===== config.mk =====
export PLATFORM = sky130hd
export DESIGN_NAME = rar_queue
export DESIGN_NICKNAME = d
export VERILOG_FILES = /design/src/rtl/rar_pkg.sv /design/src/rtl/rar_queue.sv
export VERILOG_INCLUDE_DIRS = /design/src /design/src/rtl
export SDC_FILE = /design/constraint.sdc
export NUM_CORES = 1
export LEC_CHECK = 0
export ABC_AREA = 1
export BUFFER_PORTS_ARGS = -buffer_cell sky130_fd_sc_hd__buf_2
export CORE_ASPECT_RATIO = 0.5
export CORE_UTILIZATION = 50
export CTS_BUF_LIST = sky130_fd_sc_hd__clkbuf_4
export DETAILED_ROUTE_END_ITERATION = 7
export GPL_TIMING_DRIVEN = 0
export PLACE_DENSITY_LB_ADDON = 0.12
export SLEW_MARGIN = 20
export SYNTH_ARGS = -nofsm -noshare
export SYNTH_HDL_FRONTEND = slang
export SYNTH_SLANG_ARGS = --single-unit

===== constraint.sdc =====
create_clock -name clock -period 8.6 [get_ports clock]
set_input_delay 0.86 -clock clock [delete_from_list [all_inputs] [get_ports clock]]
set_output_delay 0.86 -clock clock [all_outputs]
set_load 0.01 [all_outputs]

===== src/rtl/assert_macros.svh =====
// Assertion macros shared by the rational arithmetic RTL.
// Needs nothing else. Macro bodies are empty when SYNTHESIS is defined.
`ifndef ASSERT_MACROS_SVH
`define ASSERT_MACROS_SVH
`ifndef SYNTHESIS
`define RAR_ASSERT_IMPLY(name, clk, rst, ante, cons) \
   name: assert property (@(posedge clk) disable iff (rst) (ante) |-> (cons)) \
      else $error("assertion failed");
`define RAR_ASSERT_NEXT(name, clk, rst, ante, cons) \
   name: assert property (@(posedge clk) disable iff (rst) (ante) |=> (cons)) \
      else $error("assertion failed");
`else
`define RAR_ASSERT_IMPLY(name, clk, rst, ante, cons)
`define RAR_ASSERT_NEXT(name, clk, rst, ante, cons)
`endif
`endif


===== src/rtl/rar_pkg.sv =====
// Types, codes and widths for the rational arithmetic block.
// Used by every module of the block; depends on nothing.
package rar_pkg;
   localparam int WORD_BITS  = 32;
   localparam int MAG_BITS   = WORD_BITS;
   localparam int WIDE_BITS  = 2 * WORD_BITS;
   localparam int CNT_BITS   = $clog2(WIDE_BITS + 1);
   localparam int NUM_BITS   = 32;
   localparam int DEN_BITS   = 31;
   localparam int IN_BITS    = 32;
   localparam int FIFO_DEPTH = 2;
   localparam int PTR_BITS   = $clog2(FIFO_DEPTH);
   localparam int FCNT_BITS  = $clog2(FIFO_DEPTH + 1);

   typedef logic [1:0] mode_type;
   typedef logic [1:0] status_type;

   localparam mode_type MODE_ADD = 2'd0;
   localparam mode_type MODE_SUB = 2'd1;
   localparam mode_type MODE_MUL = 2'd2;
   localparam mode_type MODE_DIV = 2'd3;

   localparam status_type ST_OK       = 2'd0;
   localparam status_type ST_ZERO_DEN = 2'd1;
   localparam status_type ST_DIV_ZERO = 2'd2;
   localparam status_type ST_OVERFLOW = 2'd3;

   typedef struct packed {
      logic                neg;
      logic [MAG_BITS-1:0] mag;
   } smag_type;

   typedef struct packed {
      mode_type mode;
      logic     zero_den;
      smag_type an;
      smag_type ad;
      smag_type bn;
      smag_type bd;
   } item_type;
endpackage


===== src/rtl/rar_queue.sv =====
// Short queue of classified words between front and back.
// Depends on rar_pkg.
`include "assert_macros.svh"
module rar_queue (
   input  logic              clock,
   input  logic              reset,
   input  logic              push,
   input  rar_pkg::item_type push_item,
   output logic              full,
   input  logic              pop,
   output logic              valid,
   output rar_pkg::item_type pop_item
);
   rar_pkg::item_type               mem_ff [rar_pkg::FIFO_DEPTH];
   logic [rar_pkg::PTR_BITS-1:0]    wr_ff, wr_in, rd_ff, rd_in;
   logic [rar_pkg::FCNT_BITS-1:0]   cnt_ff, cnt_in;

   assign full     = (cnt_ff == rar_pkg::FCNT_BITS'(rar_pkg::FIFO_DEPTH));
   assign valid    = (cnt_ff != '0);
   assign pop_item = mem_ff[rd_ff];

   function automatic logic [rar_pkg::PTR_BITS-1:0] bump(input logic [rar_pkg::PTR_BITS-1:0] p);
      return (p == rar_pkg::PTR_BITS'(rar_pkg::FIFO_DEPTH - 1)) ? '0 : p + 1'b1;
   endfunction

   always_comb begin
      wr_in  = push ? bump(wr_ff) : wr_ff;
      rd_in  = pop ? bump(rd_ff) : rd_ff;
      cnt_in = cnt_ff + rar_pkg::FCNT_BITS'(push) - rar_pkg::FCNT_BITS'(pop);
   end

   always_ff @(posedge clock) begin
      if (reset) begin
         wr_ff  <= '0;
         rd_ff  <= '0;
         cnt_ff <= '0;
      end else begin
         wr_ff  <= wr_in;
         rd_ff  <= rd_in;
         cnt_ff <= cnt_in;
      end
      if (push) begin
         mem_ff[wr_ff] <= push_item;
      end
   end

   `RAR_ASSERT_IMPLY(a_no_push_full, clock, reset, full, !push)
   `RAR_ASSERT_IMPLY(a_no_pop_empty, clock, reset, !valid, !pop)
   `RAR_ASSERT_IMPLY(a_cnt_range, clock, reset, 1'b1,
      cnt_ff <= rar_pkg::FCNT_BITS'(rar_pkg::FIFO_DEPTH))
endmodule


==> impl_metrics.toml <==
[die]
die_area_mm2 = 0.0209
initial_utilization = 0.516
die_y_um = 103
core_mm2 = 0.0197
num_io_pins = 276
die_w_um = 204
rows = 36

[hold_path]
hold_class = "primary input to register"
holdCritStartpoint = "push_item[6]"

[cells_and_area]
area_growth_pct = 26.6
design_area_mm2 = 0.0129
drive_gt1_frac = 0.638
final_cells = 1112
final_cell_mix = "buf_2 (283), edfxtp_1 (270), clkbuf_4 (102)"
final_net_count = 936
fin_util = 0.653
final_common_cell = "buf_2"

[grt]
antenna_found_initial = 4
grt_pass1_wl_um = 28400
grt_pass1_vias = 5471
grt_overflow = 0
grt_max_degree = 94
grt_usage = 0.181

[cts]
cts_hold_buf = 0
cts_resized = 0
cts_tree = "built"
cts_sinks = 275
ctsHtreeMaxLevel = 2
cts.reportedPaths.clkPinSlew_ns = 0.07
cts_buffer_depth = 3
cts_buffers = 60
root_buffer = "clkbuf_4"
cts_setup_buffers = 0
clk_latency_ns = 0.65

[placement]
gp_congestion = 0.702
placed_cells = 999
hpwlAfterDp_um = 12900
place_ws_ns = 6.02
portBuffers = 275
dpl_cell_area_mm2 = 0.0121

[setup_path]
critPathRequiredTime_ns = 7.74
cp-end-kind = "primary output"
worst-path-max-fanout = 10
startpoint_type = "register"
critPathMaxStageDelay_ns = 0.33
critPathBufInv = 4
crit_top_cell = "buf_6"
cp_slowest_cell = "dfxtp_1"
worstPathCellList = "buf_6 -> buf_6 -> buf_6 -> mux2_4 -> buf_2"
r2r_start = "wr_ff$_SDFFE_PP0P_"
critPathTopFamily = "buffers and inverters"
setup.worst_path.class = "register to primary output"
arrival_ns = 1.98

[power_and_ir_drop]
p_leak_nw = 5.09
power_density_mw_per_mm2 = 227
vdd_drop_max_mv = 0.165

[synth]
synth.avg_cell_area_um2 = 22.5
yosysUniqueCellTypes = 14
netlist_area_mm2 = 0.0102
ys_seq_area_frac = 0.808
ys_seq_elements = 275
yosys.area.top_type = "edfxtp_1"
yosys-top-cells-area = "edfxtp_1 (80%), mux2_2 (9.4%), mux2_4 (7.4%)"
syn-num-nets = 592
yosysWarnings = 0
synth_top_area_share = 0.798
syn_inst = 451

[timing]
rsz0062_at_grt = "false"
setup_viol = 0
setup_slack_ns = 5.76
slew_violations = 0
relSlewSlack = 0.554
finalSetupTns_ns = 0
period_share = 0.330
finalHoldViolations = 0
worst_pin_slew_ns = 0.667
timing.fmax_ghz = 0.352
min_period_ns = 2.84
skew_ns = 0.0275

[detailed_routing]
wl_per_cell_um = 17.3
drt_iter0_drc = 158
drt-vias-per-instance = 4.69
drt-pass1-iter-count = 4
num_vias = 5217
ant_nets = 0
drcViolationCount = 0
drt-total-wl_um = 19300

[status]
status = "complete, no violations"

[flow_run]
drv_cap = 0
[cells in the mapped netlist]
master and count:
edfxtp_1 270, mux2_2 85, mux2_4 50, buf_2 8
inv_1 8, buf_6 7, nor2_1 7, dfxtp_1 5
nand2_1 5, ha_1 2, a21oi_1 1, nand3_1 1
nor3_1 1, xnor2_1 1
[worst reg2reg max path: stages (launching register included)]
cell and delay (ns):
dfxtp_1 0.35, nor2_4 0.55, buf_12 0.27, buf_16 0.19, buf_12 0.21
[worst paths after layout]
path	to	slack, ns	cells past startpoint
worst max register to register	mem_ff[0][81]$_DFFE_PP_	6.70	4
worst max-delay path	pop_item[99]	5.76	5
worst min-delay path	mem_ff[1][6]$_DFFE_PP_	0.38	1
worst min register to register	rd_ff$_SDFFE_PP0P_	0.52	2
[kinds of logic (layout without fill, tap and decap cells)]
kind of cell,count (synthesis),in the layout,share of synthesized area
flip-flops,275,275,0.808
buffers and inverters,23,417,0.0147
multiplexers,135,135,0.168
XOR/XNOR,1,1,0.000862
AO/OA/AOI/OAI,1,1,0.000492
AND/OR/NAND/NOR,14,14,0.00542
adder cells (fa/ha/maj),2,2,0.00246
other,0,1,0
[layout make-up]
cell class	instances	area, µm²
Fill cell	1481	6820
Inverter	8	37.5
Timing Repair Buffer	282	1550
Antenna cell	1	2.50
Multi-Input combinational cell	153	1810
Tap cell	266	333
Sequential cell	275	8210
Clock buffer	102	766
Clock inverter	10	38.8
Buffer	15	119
[layer usage]
layer	vias up	part of all wire	global-route usage
met4	4	0.0082	0.0567
met5	-	0.0015	0
li1	2522	-	-
met1	2512	0.40	0.216
met2	158	0.50	0.302
met3	21	0.084	0.0781
[metrics by stage]
step	power (mW)	hold slack, ns
global placement	1.94	0.497
finish	2.92	0.379
floorplan	1.80	0.480
global route	3.06	0.272
CTS	2.97	0.287
detailed placement	1.94	0.504
[sequential cells by signal (all words and copies together), names as in the netlist, named ones only]
register	count
wr_ff	1
cnt_ff	2
mem_ff	270
rd_ff	1
[report_power, final]
part           switching (mW)  total, mW  internal, mW
logic                   0.169      0.338         0.169
clock network           0.486       1.02         0.531
registers              0.0156       1.57          1.55
total                   0.670       2.92          2.25
Power figures use the tool's default switching activity.
