File: config.mk
export PLATFORM = sky130hd
export DESIGN_NAME = rar_front
export DESIGN_NICKNAME = d
export VERILOG_FILES = /design/src/rtl/assert_macros.svh /design/src/rtl/rar_pkg.sv /design/src/rtl/rar_front.sv
export SDC_FILE = /design/constraint.sdc
export NUM_CORES = 1
export LEC_CHECK = 0
export BUFFER_PORTS_ARGS = -buffer_cell sky130_fd_sc_hd__buf_2
export CAP_MARGIN = 20
export CORE_AREA = 2 2 103 105
export DETAILED_ROUTE_END_ITERATION = 10
export DIE_AREA = 0 0 105 107
export PLACE_DENSITY = 0.69
export SLEW_MARGIN = 20
export SYNTH_ARGS = -nofsm -noshare
export SYNTH_HDL_FRONTEND = slang
export SYNTH_SLANG_ARGS = --single-unit
File: constraint.sdc
create_clock -name vclk -period 8.3
set_input_delay 0.83 -clock vclk [all_inputs]
set_output_delay 0.83 -clock vclk [all_outputs]
set_load 0.02 [all_outputs]
File: src/rtl/assert_macros.svh
// Assertion macros shared by the rational arithmetic RTL.
// Needs nothing else. Macro bodies are empty when SYNTHESIS is defined.
`ifndef ASSERT_MACROS_SVH
`define ASSERT_MACROS_SVH
`ifndef SYNTHESIS
`define RAR_ASSERT_IMPLY(name, clk, rst, ante, cons) \
   name: assert property (@(posedge clk) disable iff (rst) (ante) |-> (cons)) \
      else $error("assertion failed");
`define RAR_ASSERT_NEXT(name, clk, rst, ante, cons) \
   name: assert property (@(posedge clk) disable iff (rst) (ante) |=> (cons)) \
      else $error("assertion failed");
`else
`define RAR_ASSERT_IMPLY(name, clk, rst, ante, cons)
`define RAR_ASSERT_NEXT(name, clk, rst, ante, cons)
`endif
`endif

File: src/rtl/rar_pkg.sv
// Types, codes and widths for the rational arithmetic block.
// Used by every module of the block; depends on nothing.
package rar_pkg;
   localparam int WORD_BITS  = 32;
   localparam int MAG_BITS   = WORD_BITS;
   localparam int WIDE_BITS  = 2 * WORD_BITS;
   localparam int CNT_BITS   = $clog2(WIDE_BITS + 1);
   localparam int NUM_BITS   = 32;
   localparam int DEN_BITS   = 31;
   localparam int IN_BITS    = 32;
   localparam int FIFO_DEPTH = 2;
   localparam int PTR_BITS   = $clog2(FIFO_DEPTH);
   localparam int FCNT_BITS  = $clog2(FIFO_DEPTH + 1);

   typedef logic [1:0] mode_type;
   typedef logic [1:0] status_type;

   localparam mode_type MODE_ADD = 2'd0;
   localparam mode_type MODE_SUB = 2'd1;
   localparam mode_type MODE_MUL = 2'd2;
   localparam mode_type MODE_DIV = 2'd3;

   localparam status_type ST_OK       = 2'd0;
   localparam status_type ST_ZERO_DEN = 2'd1;
   localparam status_type ST_DIV_ZERO = 2'd2;
   localparam status_type ST_OVERFLOW = 2'd3;

   typedef struct packed {
      logic                neg;
      logic [MAG_BITS-1:0] mag;
   } smag_type;

   typedef struct packed {
      mode_type mode;
      logic     zero_den;
      smag_type an;
      smag_type ad;
      smag_type bn;
      smag_type bd;
   } item_type;
endpackage

File: src/rtl/rar_front.sv
// Front end: accepts request words and splits operands into sign and magnitude.
// Depends on rar_pkg; feeds rar_queue.
module rar_front (
   input  logic                        req_valid,
   output logic                        req_ready,
   input  rar_pkg::mode_type           req_mode,
   input  logic signed [rar_pkg::IN_BITS-1:0] req_left_numerator,
   input  logic signed [rar_pkg::IN_BITS-1:0] req_left_denominator,
   input  logic signed [rar_pkg::IN_BITS-1:0] req_right_numerator,
   input  logic signed [rar_pkg::IN_BITS-1:0] req_right_denominator,
   input  logic                        q_full,
   output logic                        q_push,
   output rar_pkg::item_type           q_item
);
   function automatic rar_pkg::smag_type word_in(input logic [rar_pkg::IN_BITS-1:0] raw);
      logic [rar_pkg::WORD_BITS-1:0] v;
      rar_pkg::smag_type r;
      v     = raw[rar_pkg::WORD_BITS-1:0];
      r.neg = v[rar_pkg::WORD_BITS-1];
      r.mag = r.neg ? (~v + 1'b1) : v;
      return r;
   endfunction

   always_comb begin
      q_item.mode     = req_mode;
      q_item.an       = word_in(req_left_numerator);
      q_item.ad       = word_in(req_left_denominator);
      q_item.bn       = word_in(req_right_numerator);
      q_item.bd       = word_in(req_right_denominator);
      q_item.zero_den = (q_item.ad.mag == '0) || (q_item.bd.mag == '0);
   end

   assign req_ready = !q_full;
   assign q_push    = req_valid && !q_full;
endmodule

==> impl_metrics.ini, run 1 <==
[drt]
wl_um = 12700
vias_per_cell = 5.46
ant_nets = 0
drt_iter0_drc = 183
first_pass_iters = 5
drc = 0
route.vias.total = 4605
drt-wirelength-per-cell_um = 15.0

[job]
maxCapViolations = 0

[grt]
grt_max_degree = 46
grt.total_usage_pct = 20.3
antenna_found_initial = 0
gr-total-overflow = 0
grt_pass1_vias = 4284
grt_first_pass_wirelength_um = 19900

[cells_and_area]
area_delta_synth_final_pct = 40.5
clockBufferCount = 0
nNetsFinal = 846
layout-drive-gt1-share_pct = 40.5
stdcell_area_mm2 = 0.00456
num_antenna_cells = 0
layout_commonest_cell = buf_2
nFlopsAndLatches = 0
final_cell_mix = 265 x buf_2, 109 x xnor2_1, 43 x nand2_1, 36 x o21ai_0
regArea_um2 = 0

[power]
p_int_uw = 122
p_leak_uw = 0.00188
switchingPower_uw = 205
p_sw_share_pct = 62.7
pwr-share-comb_pct = 100.0
powerDensity_mw_per_mm2 = 71.7
power_uw = 327
clkPwrFrac_pct = 0
vdd_ir_drop_max_mv = 0.0531
pwr-share-seq_pct = 0

[sta]
setup_viol = 0
fin_ws_ps = 3470
setup_tns_ps = 0
max_freq_mhz = 207
relSlewSlack_pct = 50.2
finalCritPeriodShare_pct = 58.2
worst_slew_pin_slew_ps = 736
min_period_ps = 4830
drv_slew = 0
hold_viol_final = 0
grt_setup_unrepaired = no

[synth]
netlist.area_leader.share_pct = 29.4
synth_nets = 617
ys_seq_area_share_pct = 0
synth.cell_area_mm2 = 0.00325
synth_cell_types = 46
synth_area_per_cell_um2 = 6.75
netlist_top_cells_area = xnor2_1 29%, o41ai_1 6.7%, o31ai_1 6.5%, or4_1 6.5%, o21ai_0 5.5%
synthCells = 481
ys_warn_count = 0
synth_top_cell_by_area = xnor2_1

[floorplan]
die_x_um = 105
rows = 37
die_height_um = 107
start_util_pct = 32.2
ioPinCount = 269
coreArea_mm2 = 0.0101
die_area_mm2 = 0.0112

[clocking]
post-cts-setup-buffers = 0
cts_resized = 0
cts_hold_buf = 0

[setup_path]
worstSetupPathType = in -> out
crit_slowest_cell = or4_4
worstSetupStartpointType = primary input
cp_max_fo = 12
cpPeakStageDelay_ps = 540
path_cells = buf_2 > inv_1 > ha_1 > or4b_4 > or4_4 > o41ai_4 > xnor2_1 > or4_1 > or4_1 > o22ai_2 > buf_2
crit_required_ps = 7470
endpoint_kind = primary output
crit_buf_inv = 3
path_delay_family = simple AND/OR/NAND/NOR gates
worstPathArrival_ps = 4000

[placed_design]
dpl_cell_area_mm2 = 0.00456
gp_congestion = 0.908
place_hpwl_um = 10700
pre_cts_slack_ps = 3470
io_buffers = 265

[hold_path]
hp-class = in -> out

[run_status]
status = completed
[Yosys cell counts, drive strengths merged (3+ instances only)]
cell / number
nor2: 20
o21ai: 36
nor3: 20
ha: 4
or3: 13
nand4: 6
mux2: 4
inv: 14
nand2b: 9
nand2: 43
nand4b: 3
nor4: 18
o31ai: 29
clkbuf: 25
or4: 29
buf: 13
a21oi: 5
xor2: 7
nand3: 7
xnor2: 109
or2: 11
o41ai: 26
a31oi: 4
[layout make-up]
| type | instances | area [um2] |
|---|---|---|
| fill | 1068 | 5530 |
| multi-input combinational | 429 | 3010 |
| timing repair buffer | 265 | 1330 |
| tap | 136 | 170 |
| inverter | 14 | 52.6 |
[routing by layer]
| metal | routed length (um) | global-route usage, % | vias to the layer above |
|---|---|---|---|
| met5 | 0 | 0 | - |
| met4 | 216 | 3.71 | 0 |
| met3 | 860 | 3.10 | 24 |
| met2 | 6400 | 38.4 | 205 |
| met1 | 5200 | 24.3 | 2120 |
| li1 | - | - | 2256 |
[worst paths after layout]
kind	start	end	cells past startpoint
worst max-delay path	req_right_denominator[1]	q_item[132]	11
worst min-delay path	req_mode[0]	q_item[133]	0
[metrics by stage]
stage / utilization (%) / hold WS [ps] / std cells
5_1_grt: 45.2 / 1660 / 844
3_3_place_gp: 45.2 / 1660 / 844
3_5_place_dp: 45.2 / 1660 / 844
6_report: 45.2 / 1660 / 844
2_1_floorplan: - / 1740 / 481
4_1_cts: 45.2 / 1660 / 844
[power groups by stage]
stage	logic [uW]	clock network, uW	registers [uW]
6_report	327	0	0
5_1_grt	352	0	0
4_1_cts	327	0	0
3_5_place_dp	326	0	0
3_3_place_gp	323	0	0
2_1_floorplan	200	0	0
[logic make-up (layout without fill, tap and decap cells)]
family	count (synthesis)	in the layout	share of synthesized area [%]
buffers and inverters	52	279	7.17
AND/OR/NAND/NOR	191	191	33.2
AO/OA/AOI/OAI	113	113	25.1
adder cells (fa/ha/maj)	4	4	1.54
multiplexers	5	5	1.70
XOR/XNOR	116	116	31.3
(Power assumes the default switching activity.)
==> run 2, diff against run 1 <==
--- a/config.mk
+++ b/config.mk
@@ -5,12 +5,13 @@
 export SDC_FILE = /design/constraint.sdc
 export NUM_CORES = 1
 export LEC_CHECK = 0
+export ABC_AREA = 1
 export BUFFER_PORTS_ARGS = -buffer_cell sky130_fd_sc_hd__buf_2
 export CAP_MARGIN = 20
-export CORE_AREA = 2 2 103 105
+export CORE_MARGIN = 2
+export CORE_UTILIZATION = 41
 export DETAILED_ROUTE_END_ITERATION = 10
-export DIE_AREA = 0 0 105 107
-export PLACE_DENSITY = 0.69
+export PLACE_DENSITY = 0.81
 export SLEW_MARGIN = 20
 export SYNTH_ARGS = -nofsm -noshare
 export SYNTH_HDL_FRONTEND = slang
==> constraint.sdc (replaced) <==
create_clock -name vclk -period 4.1
set_input_delay 0.41 -clock vclk [all_inputs]
set_output_delay 0.41 -clock vclk [all_outputs]
set_load 0.02 [all_outputs]
==> run 2 against run 1 <==
Net effect: core utilization grew 11 points; largest cell class unchanged; flip-flop and latch count is the same; setup slack lost 2000 ps; die area shrank 2.3%; non-clock buffer count is the same; routed wire length grew 14%; final cell count grew 48%.
==> impl_metrics.ini, run 2 <==
[placed_design]
place_hpwl_um = 12700
gp_congestion = 1.00
io_buffers = 265

[synth]
synth_cell_types = 39
netlist_top_cells_area = nand2_1 28%, nor2_1 15%, inv_1 10%, xor2_1 9.0%, nand3_1 6.9%
yosysMostFrequentCell = nand2_1
ys_seq_area_share_pct = 0
netlist_top_cells_count = 309 x nand2_1, 167 x nor2_1, 111 x inv_1
netlist.area_leader.share_pct = 27.9
synth.cell_area_mm2 = 0.00416
synth_top_cell_by_area = nand2_1
synth_nets = 1010
synth_area_per_cell_um2 = 4.76
ys_warn_count = 0
synthCells = 874

[hold_path]
hp-class = in -> out
hold_depth = 0
hold_path_end = q_item[133]
hold_start = req_mode[0]

[floorplan]
start_util_pct = 42.4
rows = 36
ioPinCount = 269
die_x_um = 105
die_height_um = 105
coreArea_mm2 = 0.00982
die_area_mm2 = 0.0110

[clocking]
cts_resized = 0
post-cts-setup-buffers = 0
cts_hold_buf = 0

[cells_and_area]
num_antenna_cells = 0
clockBufferCount = 0
nNetsFinal = 1255
regArea_um2 = 0
nFlopsAndLatches = 0
area_delta_synth_final_pct = 32.4
final_cell_mix = 309 x nand2_1, 265 x buf_2, 167 x nor2_1, 111 x inv_1, 57 x nand3_1
layout-drive-gt1-share_pct = 28.9
layout_commonest_cell = nand2_1

[setup_path]
worstSetupPathType = in -> out
worstSetupStartpointType = primary input
worstPathArrival_ps = 2200
cp_max_fo = 35
crit_required_ps = 3690
endpoint_kind = primary output

[drt]
vias_per_cell = 4.85
drt_iter0_drc = 299
drt-wirelength-per-cell_um = 11.6
wl_um = 14500
first_pass_iters = 5
ant_nets = 0
drc = 0
route.vias.total = 6062

[power]
power_uw = 706
p_leak_uw = 0.00325
powerDensity_mw_per_mm2 = 128
vdd_ir_drop_max_mv = 0.103

[sta]
min_period_ps = 2610
drv_slew = 0
setup_tns_ps = 0
worst_slew_pin_slew_ps = 603
grt_setup_unrepaired = no
setup_viol = 0
relSlewSlack_pct = 59.8
max_freq_mhz = 383
hold_viol_final = 0
finalCritPeriodShare_pct = 63.7

[job]
maxCapViolations = 0

[grt]
grt_first_pass_wirelength_um = 23500
grt_pass1_vias = 5327
grt.total_usage_pct = 24.5
gr-total-overflow = 0
grt_max_degree = 36
antenna_found_initial = 0

[run_status]
status = completed
==> run 2: routing by layer <==
metal	global-route usage, %	routed length (um)
met1	31.8	6200
met2	44.6	6910
met3	2.68	1150
met4	3.14	227
met5	0	0
==> run 2: worst max-delay path by stage <==
stage / from / to / cells after the start
after floorplan: req_right_denominator[0] / q_item[132] / 12
after global placement: req_right_denominator[31] / q_item[132] / 12
after detailed placement: req_right_denominator[31] / q_item[132] / 12
after CTS: req_right_denominator[31] / q_item[132] / 12
after global routing: req_right_denominator[31] / q_item[132] / 12
final: req_right_denominator[31] / q_item[132] / 12
==> run 2: final cells by class <==
cell class                 instances  area, um2
fill                            1116       4310
multi-input combinational        729       3560
timing repair buffer             265       1330
inverter                         123        462
tap                              133        166
==> run 2: metrics by stage <==
stage | worst slack (ps) | std cells | util [%] | instance area, um2 | hold WS [ps]
finish | 1490 | 1250 | 56.1 | 5510 | 820
global route | 1300 | 1250 | 56.1 | 5510 | 820
CTS | 1490 | 1250 | 56.1 | 5510 | 820
detailed placement | 1490 | 1250 | 56.1 | 5510 | 820
global placement | 1500 | 1250 | 56.1 | 5510 | 820
floorplan | 1860 | 874 | - | 4160 | 897
==> run 2: cells by family after synthesis <==
logic type | after synthesis | synth area share, %
and+or+nand+nor | 609 | 64.0
buffers and inverters | 145 | 14.6
xor gates and xnor gates | 60 | 12.6
AOI/OAI and AO/OA | 56 | 7.60
adders and majority gates | 4 | 1.20
==> run 2: power breakdown <==
group          internal [uW]  switching [uW]  leakage [uW]
Combinational            235             471       0.00325
Sequential                 0               0             0
Clock                      0               0             0
Total                    235             471       0.00325
==> run 2: worst max-delay path, stage by stage <==
cell,delay (ps)
buf_2,480
inv_2,170
nor2_1,220
nor2_4,90
nand3_1,70
nand2_1,70
nor2_1,100
nand2_1,80
nor2_1,170
nand3_1,100
nand2_1,70
buf_2,160
